**src/scfc_pkg.sv**
```systemverilog
// package for the stream credit flow controller
// holds widths, opcode and class codes, queue and result types, saturating helpers
// no dependencies
`default_nettype none

package scfc_pkg;

  localparam int unsigned VAL_W        = 62;
  localparam int unsigned OP_W         = 4;
  localparam int unsigned LEN_W        = 16;
  localparam int unsigned CFG_IDX_W    = 4;
  localparam int unsigned STREAM_SLOTS = 16;
  localparam int unsigned SLOT_W       = (STREAM_SLOTS > 1) ? $clog2(STREAM_SLOTS) : 1;
  localparam int unsigned QDEPTH       = 2;
  localparam int unsigned QPTR_W       = (QDEPTH > 1) ? $clog2(QDEPTH) : 1;
  localparam int unsigned QCNT_W       = $clog2(QDEPTH + 1);

  typedef logic [VAL_W-1:0] val_t;

  localparam val_t MAXV           = '1;
  localparam val_t DEFAULT_WINDOW = val_t'(65536);

  // configuration register indexes
  localparam logic [CFG_IDX_W-1:0] CFG_CONN_WINDOW   = CFG_IDX_W'(0);
  localparam logic [CFG_IDX_W-1:0] CFG_STREAM_WINDOW = CFG_IDX_W'(1);

  typedef enum logic [OP_W-1:0] {
    OP_PEER_MAX_DATA   = 4'd0,
    OP_PEER_STREAM_MAX = 4'd1,
    OP_OPEN            = 4'd2,
    OP_SENT            = 4'd3,
    OP_RECEIVED        = 4'd4,
    OP_CONSUMED        = 4'd5,
    OP_CLOSE           = 4'd6,
    OP_ISSUE_CONN      = 4'd7,
    OP_ISSUE_STREAM    = 4'd8
  } opcode_e;

  // event class handed from the front to the back
  typedef enum logic [3:0] {
    K_NOP,
    K_CONN_LIMIT,
    K_STREAM_LIMIT,
    K_OPEN,
    K_SENT,
    K_RECV,
    K_CONSUME,
    K_CLOSE,
    K_ISSUE_CONN,
    K_ISSUE_STREAM
  } kind_e;

  typedef enum logic [1:0] {
    B_LOOKUP,
    B_EXEC,
    B_REPORT
  } bstate_e;

  // amount carries the receive end offset for received events
  typedef struct packed {
    kind_e kind;
    val_t  stream_number;
    val_t  amount;
  } entry_t;

  typedef struct packed {
    logic conn_blocked;
    val_t conn_send_window;
    logic stream_present;
    logic stream_blocked;
    val_t stream_send_window;
    logic conn_update_due;
    logic stream_update_due;
    logic issued;
    val_t issued_limit;
    logic table_full;
  } result_t;

  function automatic val_t sat_add(val_t a, val_t b);
    logic [VAL_W:0] s;
    s = {1'b0, a} + {1'b0, b};
    return s[VAL_W] ? MAXV : s[VAL_W-1:0];
  endfunction

  function automatic val_t send_window(val_t limit, val_t sent);
    return (limit > sent) ? (limit - sent) : '0;
  endfunction

  // remaining credit below half the window
  function automatic logic update_due(val_t consumed, val_t granted, val_t window);
    val_t           rem;
    logic [VAL_W:0] twice;
    rem   = granted - consumed;
    twice = {rem, 1'b0};
    if (consumed >= granted) begin
      return 1'b1;
    end
    return twice < {1'b0, window};
  endfunction

endpackage

`default_nettype wire

```
**src/scfc_if.sv**
```systemverilog
// channel interfaces for the stream credit flow controller
// event input, configuration write and result output; uses scfc_pkg widths
`default_nettype none

interface scfc_in_if;
  logic                         valid;
  logic                         ready;
  logic [scfc_pkg::OP_W-1:0]    opcode;
  logic [scfc_pkg::VAL_W-1:0]   stream_number;
  logic [scfc_pkg::VAL_W-1:0]   amount;
  logic [scfc_pkg::LEN_W-1:0]   frame_length;
  modport source (output valid, opcode, stream_number, amount, frame_length, input ready);
  modport sink   (input valid, opcode, stream_number, amount, frame_length, output ready);
endinterface


`default_nettype wire

```
**src/scfc_front.sv**
```systemverilog
// front end: accepts event transactions, classifies them and queues them
// depends on scfc_pkg and scfc_in_if
`default_nettype none

module scfc_front (
  input  logic             clk_i,
  input  logic             rst_ni,
  scfc_in_if.sink          in_i,
  output logic             q_valid_o,
  output scfc_pkg::entry_t q_head_o,
  input  logic             q_pop_i
);
  import scfc_pkg::*;

  entry_t            mem_q [QDEPTH];
  logic [QPTR_W-1:0] wr_ptr_q, rd_ptr_q;
  logic [QCNT_W-1:0] cnt_q;
  logic              push;
  entry_t            entry_d;

  assign in_i.ready = (cnt_q != QCNT_W'(QDEPTH));
  assign push       = in_i.valid && in_i.ready;
  assign q_valid_o  = (cnt_q != '0);
  assign q_head_o   = mem_q[rd_ptr_q];

  // classify the opcode, fold the received frame into its end offset
  always_comb begin
    entry_d.stream_number = in_i.stream_number;
    entry_d.amount        = in_i.amount;
    case (opcode_e'(in_i.opcode))
      OP_PEER_MAX_DATA:   entry_d.kind = K_CONN_LIMIT;
      OP_PEER_STREAM_MAX: entry_d.kind = K_STREAM_LIMIT;
      OP_OPEN:            entry_d.kind = K_OPEN;
      OP_SENT:            entry_d.kind = K_SENT;
      OP_RECEIVED: begin
        entry_d.kind   = K_RECV;
        entry_d.amount = sat_add(in_i.amount, VAL_W'(in_i.frame_length));
      end
      OP_CONSUMED:        entry_d.kind = K_CONSUME;
      OP_CLOSE:           entry_d.kind = K_CLOSE;
      OP_ISSUE_CONN:      entry_d.kind = K_ISSUE_CONN;
      OP_ISSUE_STREAM:    entry_d.kind = K_ISSUE_STREAM;
      default:            entry_d.kind = K_NOP;
    endcase
  end

  // queue storage
  always_ff @(posedge clk_i) begin
    if (push) begin
      mem_q[wr_ptr_q] <= entry_d;
    end
  end

  // queue pointers and fill count
  always_ff @(posedge clk_i or negedge rst_ni) begin
    if (!rst_ni) begin
      wr_ptr_q <= '0;
      rd_ptr_q <= '0;
      cnt_q    <= '0;
    end else begin
      if (push) begin
        wr_ptr_q <= (wr_ptr_q == QPTR_W'(QDEPTH - 1)) ? '0 : wr_ptr_q + 1'b1;
      end
      if (q_pop_i) begin
        rd_ptr_q <= (rd_ptr_q == QPTR_W'(QDEPTH - 1)) ? '0 : rd_ptr_q + 1'b1;
      end
      if (push && !q_pop_i) begin
        cnt_q <= cnt_q + 1'b1;
      end else if (!push && q_pop_i) begin
        cnt_q <= cnt_q - 1'b1;
      end
    end
  end

endmodule

`default_nettype wire

```
**src/flat_wrapper.sv**
```systemverilog
// flat-port wrapper written by rule: the top's interface ports become plain ports
module scfc_front_flat import scfc_pkg::*;
  (clk_i, rst_ni, q_valid_o, q_head_o, q_pop_i, in_i_valid, in_i_opcode, in_i_stream_number, in_i_amount, in_i_frame_length, in_i_ready);
  scfc_in_if in_i_i ();
  input  logic clk_i;
  input  logic rst_ni;
  output logic q_valid_o;
  output scfc_pkg::entry_t q_head_o;
  input  logic q_pop_i;
  input wire logic [$bits(in_i_i.valid)-1:0] in_i_valid;
  input wire logic [$bits(in_i_i.opcode)-1:0] in_i_opcode;
  input wire logic [$bits(in_i_i.stream_number)-1:0] in_i_stream_number;
  input wire logic [$bits(in_i_i.amount)-1:0] in_i_amount;
  input wire logic [$bits(in_i_i.frame_length)-1:0] in_i_frame_length;
  output wire logic [$bits(in_i_i.ready)-1:0] in_i_ready;
  assign in_i_i.valid = in_i_valid;
  assign in_i_i.opcode = in_i_opcode;
  assign in_i_i.stream_number = in_i_stream_number;
  assign in_i_i.amount = in_i_amount;
  assign in_i_i.frame_length = in_i_frame_length;
  assign in_i_ready = in_i_i.ready;
  scfc_front u_core (.clk_i(clk_i), .rst_ni(rst_ni), .in_i(in_i_i), .q_valid_o(q_valid_o), .q_head_o(q_head_o), .q_pop_i(q_pop_i));
endmodule
```
**config.mk**
```make
export PLATFORM = sky130hd
export DESIGN_NAME = scfc_front_flat
export DESIGN_NICKNAME = d
export VERILOG_FILES = /design/src/scfc_pkg.sv /design/src/scfc_if.sv /design/src/scfc_front.sv /design/src/flat_wrapper.sv
export SDC_FILE = /design/constraint.sdc
export NUM_CORES = 1
export LEC_CHECK = 0
export BUFFER_PORTS_ARGS = -buffer_cell sky130_fd_sc_hd__buf_4
export CORE_AREA = 3 3 147 149
export DETAILED_ROUTE_END_ITERATION = 10
export DIE_AREA = 0 0 150 152
export HOLD_SLACK_MARGIN = 0.08
export PLACE_DENSITY = 0.95
export SETUP_SLACK_MARGIN = 0.02
export SLEW_MARGIN = 0
export SYNTH_ARGS = -nofsm -noshare
export SYNTH_HDL_FRONTEND = slang
export SYNTH_SLANG_ARGS = --single-unit
export TNS_END_PERCENT = 10
```
**constraint.sdc**
```tcl
create_clock -name clk_i -period 11.8 [get_ports clk_i]
set_input_delay 1.77 -clock clk_i [delete_from_list [all_inputs] [get_ports clk_i]]
set_output_delay 1.77 -clock clk_i [all_outputs]
set_load 0.005 [all_outputs]
```
# Word-level counts from Yosys, hierarchy flattened
# Memory sizes are Yosys's and may differ from the RTL's.
# Cells that the tools add are included.
[word_totals]
regBits = 4
mem_bits_rw = 256
inputBits = 148
out_inout_bits = 130
word_cells = 35
mem_count = 1
[classes]
add_sub_neg = 5
eq_ne = 9
mux = 9
n_reduce_logical = 8
[mem_list]
columns = ["memory", "depth", "word_bits", "rd", "rd_ports_with_merged_regs", "write_ports", "line_no", "source"]
rows = [
  ["u_core.mem_q", 2, 128, 1, 0, 1, "scfc_front.sv:15", "entry_t mem_q [QDEPTH];"],
]
[op_table]
columns = ["operator", "n"]
rows = [
  ["$mux 62", 2],
  ["$add 62x16->63", 1],
  ["$pmux 4 s9", 1],
  ["$eq 4x3->1 const B", 4],
  ["$eq 4x2->1 const B", 2],
  ["$eq 4x1->1 const B", 1],
  ["$eq 4x4->1 const B", 1],
  ["$logic_not 4->1", 1],
  ["$mux 1", 4],
  ["$mux 2", 2],
  ["$reduce_bool 2->1", 2],
  ["$logic_and 1x1->1", 3],
  ["$add 1x1->1 const B", 2],
  ["$add 2x1->2 const B", 1],
  ["$logic_not 1->1", 2],
  ["$ne 2x2->1 const B", 1],
  ["$sub 2x1->2 const B", 1],
]

# Longest topological paths before layout
[logic_depth]
depth_word = 6
mapped_depth = 10
ltp_nobuf = 9

# Worst setup path after synthesis
# OpenSTA, ideal clock, no wires.
[synth_timing]
path_kind = "input port to flip-flop"
from = "in in_i_valid"
to = "mem u_core.mem_q[0][0] (netlist bit) (enable)"
setup_time_ns = 0.617
t_arrival_ns = 7.178
required_ns = 11.183
slack_ns = 4.006
cell_stages = 2
path_buffers = 0
path_cell_list = "nand2_1 nor2_1"
[synth_between]
elab_chain_len = 3
[synth_rtl]
columns = ["item", "line_no", "source"]
rows = [
  ["start: declaration", "flat_wrapper.sv:10", "input wire logic [$bits(in_i_i.valid)-1:0] in_i_valid;"],
  ["$logic_and 1x1->1", "scfc_front.sv:22", "assign push = in_i.valid && in_i.ready;"],
  ["$mux 1", "scfc_front.sv:49", "if (push) begin"],
  ["$mux 1 (implied by the code)", "scfc_front.sv:50", "mem_q[wr_ptr_q] <= entry_d;"],
  ["end: declaration", "scfc_front.sv:15", ""],
]
# No other way between the ends.

==> run summary <==
For this design the ratio of total power to cell area is 209 nW/µm². For the via total after detailed routing, the log shows 8159. The headroom to the max-slew limit was 33.8%; the global route total overflow was 0. The tools report the number of iterations in the first detailed-routing pass as 5. For this run, design rule violations remaining after detail routing come to 0. The minimum setup slack among reg-to-reg paths is 8730 ps. The vertical die dimension is 152 µm, and the combined area of all synthesized cells is 11900 µm². The slew of the pin with the lowest slew margin was 993 ps. The setup TNS after final layout is 0 ps. After filler insertion, the fill cell instance count of the layout stands at 1261. The async set-reset flop share out of synthesis is 1.54%, and the worst hold margin is 503 ps.

The start point of the worst hold path was u_core.cnt_q[1]. The min-delay analysis places its worst path in the category flip-flop to flip-flop. The number of distinct library cell variants in the gate-level netlist after synthesis was 57; the final cycle utilization of the critical path was 40.0%.

Dividing the detail-routed wire length by the instance count gives 21.8 µm. Via count of the first global-routing pass: 8232. The number of nets handed over by synthesis was 972. Summed over all cells, the static leakage comes to 5.83 nW. Setup violations remaining at the end of the flow were counted as 0. The weighted congestion reported at the end of routability-driven placement is 0.951, and the per-cell via count in the routed design is 5.92. The run gives 30.1 mm as the total detailed-routing wirelength. For this run, the register share of the synthesized area comes to 65.7%. After the first detailed-routing iteration, the DRC count stood at 654.

The initial utilization of the core area, before any placement, comes to 58.4%. The total power is 3.16 mW. The start of the worst register-to-register path was u_core.cnt_q[0]. Clock-pin slew was measured on the worst setup and hold paths at 60 ps. In this run the horizontal extent of the chip is 150 µm. Max-slew violation count: 0. The flip-flop cell with the highest count after synthesis was sky130_fd_sc_hd__edfxtp_1. The setup skew after layout was 19.3 ps; the number of buffers created by CTS was 27.

Counting along the longest clock path gives a buffer depth of 3. Row count: 52. The run gives 212 MHz as the maximum clock frequency. The logs give 0 for the warning count from the yosys run and 0 for the number of hold violations in the final report.

Number of gates resized after CTS: 0. Each instance of the synthesized netlist takes up on average 14.7 µm². Max-cap violations in this run came to 0. VDD sags by at most 0.0999 mV. Data on the critical path is required at its endpoint by 10030 ps. The quantity of I/O buffers inserted on ports came out at 277. The floorplan step defined a die boundary enclosing 22800 µm².

For the deepest level of the CTS H-tree, the log shows 1. TritonCTS built the clock tree. The synthesized design contains 256 enable-type register cells. Data on the critical path arrives at its endpoint at 2950 ps. The area of combinational cells with multiple inputs was 3940 µm². The run gives 7790 µm² as the area taken by flip-flops and latches.

The post-DP HPWL was 20.7 mm. The cell count after synthesis came out at 806. Entering global routing, the biggest net connects 73 pins. The area overhead of the layout relative to synthesis was 27.4%; the global-route usage over all layers was 25.3%. Counting every sink on the clock net gives 260. Setup repair after global routing left no endpoint under its margin. Once detail routing completed, the nets flagged for antenna violations numbered 0.

The flow ran to the end, and the final reports show no timing, DRC or antenna violations. Synthesis inferred 260 register bits. The cell sitting at the root of the clock tree is a sky130_fd_sc_hd__clkbuf_16.

The run gives 1254 as the net count of the finished layout. The initial antenna violation count came out at 2. Once the clock tree was built, the setup fixing pass inserted 0 buffers.

The fraction of layout instances using a drive strength above 1 came out at 42.8%. The top-level port count came out at 278. The worst setup path is launched from a flip-flop. The first global-routing pass estimated 45.3 mm of wire.

In this run the worst setup path begins at u_core.rd_ptr_q. Kind of end point of the critical path: an output port. Along the worst path, the maximum fanout reaches 68. Core area: 20300 µm². The tools report the clock latency on the worst-skew pair as 530 ps. Final critical delay including setup and external delays: 4720 ps. The worst setup path is of the flip-flop to output port kind.

Buffers inserted to repair hold after CTS numbered 0.
## path summary, 6_finish.rpt
check	endpoint	cells past startpoint
worst min register to register	u_core.cnt_q[1]	1
worst max register to register	u_core.mem_q[0][28]	5
max in group asynchronous	u_core.rd_ptr_q	1
worst max-delay path	q_head_o[16]	3
min in group asynchronous	u_core.cnt_q[0]	1
worst min-delay path	u_core.cnt_q[1]	1
## cell usage in the layout, fill, tap and decap left out, drive strengths merged, types with 13 or more instances in the layout
cell type and n:
mux2 131, xor2 32, clkinv 14, clkbuf 29, a21oi 35, ha 17, o21ai 21, nand4 19
and3 21, nand2 67, a31oi 13, buf 283, nor2 29, nand3 26, edfxtp 256
## logic make-up after synthesis
kind of cell | after synthesis | share of synthesized area (%)
flops | 260 | 65.7
fa+ha+maj | 18 | 1.96
mux | 131 | 12.5
buf+inv | 40 | 1.33
xor+xnor | 44 | 3.25
compound gates | 103 | 5.79
simple gates | 210 | 9.53
## cell type report
cell class,instances,area share [%]
Antenna cell,1,0.0166
Clock inverter,20,1.29
Inverter,10,0.248
Timing Repair Buffer,283,14.1
Multi-Input combinational cell,506,26.1
Sequential cell,260,51.6
Clock buffer,29,4.52
Tap cell,270,2.24
## cells in the mapped netlist (2+ instances only)
master / n / area (µm²)
sky130_fd_sc_hd__a21o_1: 6 / 45.0
sky130_fd_sc_hd__a21oi_1: 34 / 170
sky130_fd_sc_hd__a31oi_1: 12 / 75.1
sky130_fd_sc_hd__a41oi_1: 5 / 43.8
sky130_fd_sc_hd__and2_1: 7 / 43.8
sky130_fd_sc_hd__and3_1: 21 / 131
sky130_fd_sc_hd__and4_1: 10 / 87.6
sky130_fd_sc_hd__buf_2: 3 / 15.0
sky130_fd_sc_hd__clkbuf_1: 26 / 97.6
sky130_fd_sc_hd__dfrtp_1: 4 / 100
sky130_fd_sc_hd__edfxtp_1: 256 / 7690
sky130_fd_sc_hd__ha_1: 17 / 213
sky130_fd_sc_hd__inv_1: 10 / 37.5
sky130_fd_sc_hd__mux2_2: 130 / 1460
sky130_fd_sc_hd__nand2_1: 66 / 248
sky130_fd_sc_hd__nand2b_1: 2 / 12.5
sky130_fd_sc_hd__nand3_1: 25 / 125
sky130_fd_sc_hd__nand4_1: 18 / 113
sky130_fd_sc_hd__nand4b_1: 2 / 17.5
sky130_fd_sc_hd__nor2_1: 28 / 105
sky130_fd_sc_hd__nor3_1: 8 / 40.0
sky130_fd_sc_hd__nor3_2: 2 / 20.0
sky130_fd_sc_hd__nor4_1: 3 / 18.8
sky130_fd_sc_hd__nor4_4: 2 / 42.5
sky130_fd_sc_hd__o2111ai_1: 2 / 17.5
sky130_fd_sc_hd__o211ai_1: 7 / 52.6
sky130_fd_sc_hd__o21a_1: 4 / 30.0
sky130_fd_sc_hd__o21ai_0: 19 / 95.1
sky130_fd_sc_hd__o21ai_2: 2 / 17.5
sky130_fd_sc_hd__or2_2: 4 / 25.0
sky130_fd_sc_hd__or3_1: 3 / 18.8
sky130_fd_sc_hd__xnor2_1: 12 / 105
sky130_fd_sc_hd__xor2_1: 32 / 280
## per-layer routing
| metal | vias to the layer above | share of wire, % | GRT usage (%) |
|---|---|---|---|
| met3 | 76 | 10 | 6.76 |
| met4 | 2 | 3.1 | 7.58 |
| met1 | 3927 | 36 | 30.4 |
| li1 | 3693 | - | - |
| met5 | - | 0.043 | 0 |
| met2 | 461 | 51 | 44.5 |
## per-stage QoR
stage          utilization [%]  setup slack, ps  cell area (µm²)  std cells
5_1_grt                   74.5             6940            15100       1379
3_5_place_dp              70.1             6810            14200       1329
6_report                  74.5             7080            15100       1379
2_1_floorplan                -             4010            11900        806
3_3_place_gp              70.1             6910            14200       1329
4_1_cts                   74.4             7030            15100       1378
## power by group
part           internal, mW  switching, mW  total (mW)  leakage, nW
combinational         0.514          0.443       0.958         2.98
sequential             1.27         0.0939        1.36         2.42
clock                 0.504          0.335       0.839        0.432
## state kept, by name, indices dropped and copies added, names as in the netlist
name and count:
u_core.cnt_q 2, u_core.mem_q 256, u_core.rd_ptr_q 1, u_core.wr_ptr_q 1
## worst max-delay path, cell delays in order, from the launching register on
cell                      delay, ps
sky130_fd_sc_hd__dfrtp_4        950
sky130_fd_sc_hd__buf_4          840
sky130_fd_sc_hd__mux2_2         440
sky130_fd_sc_hd__buf_4          140
No activity file was read; power rests on OpenSTA's default activity.
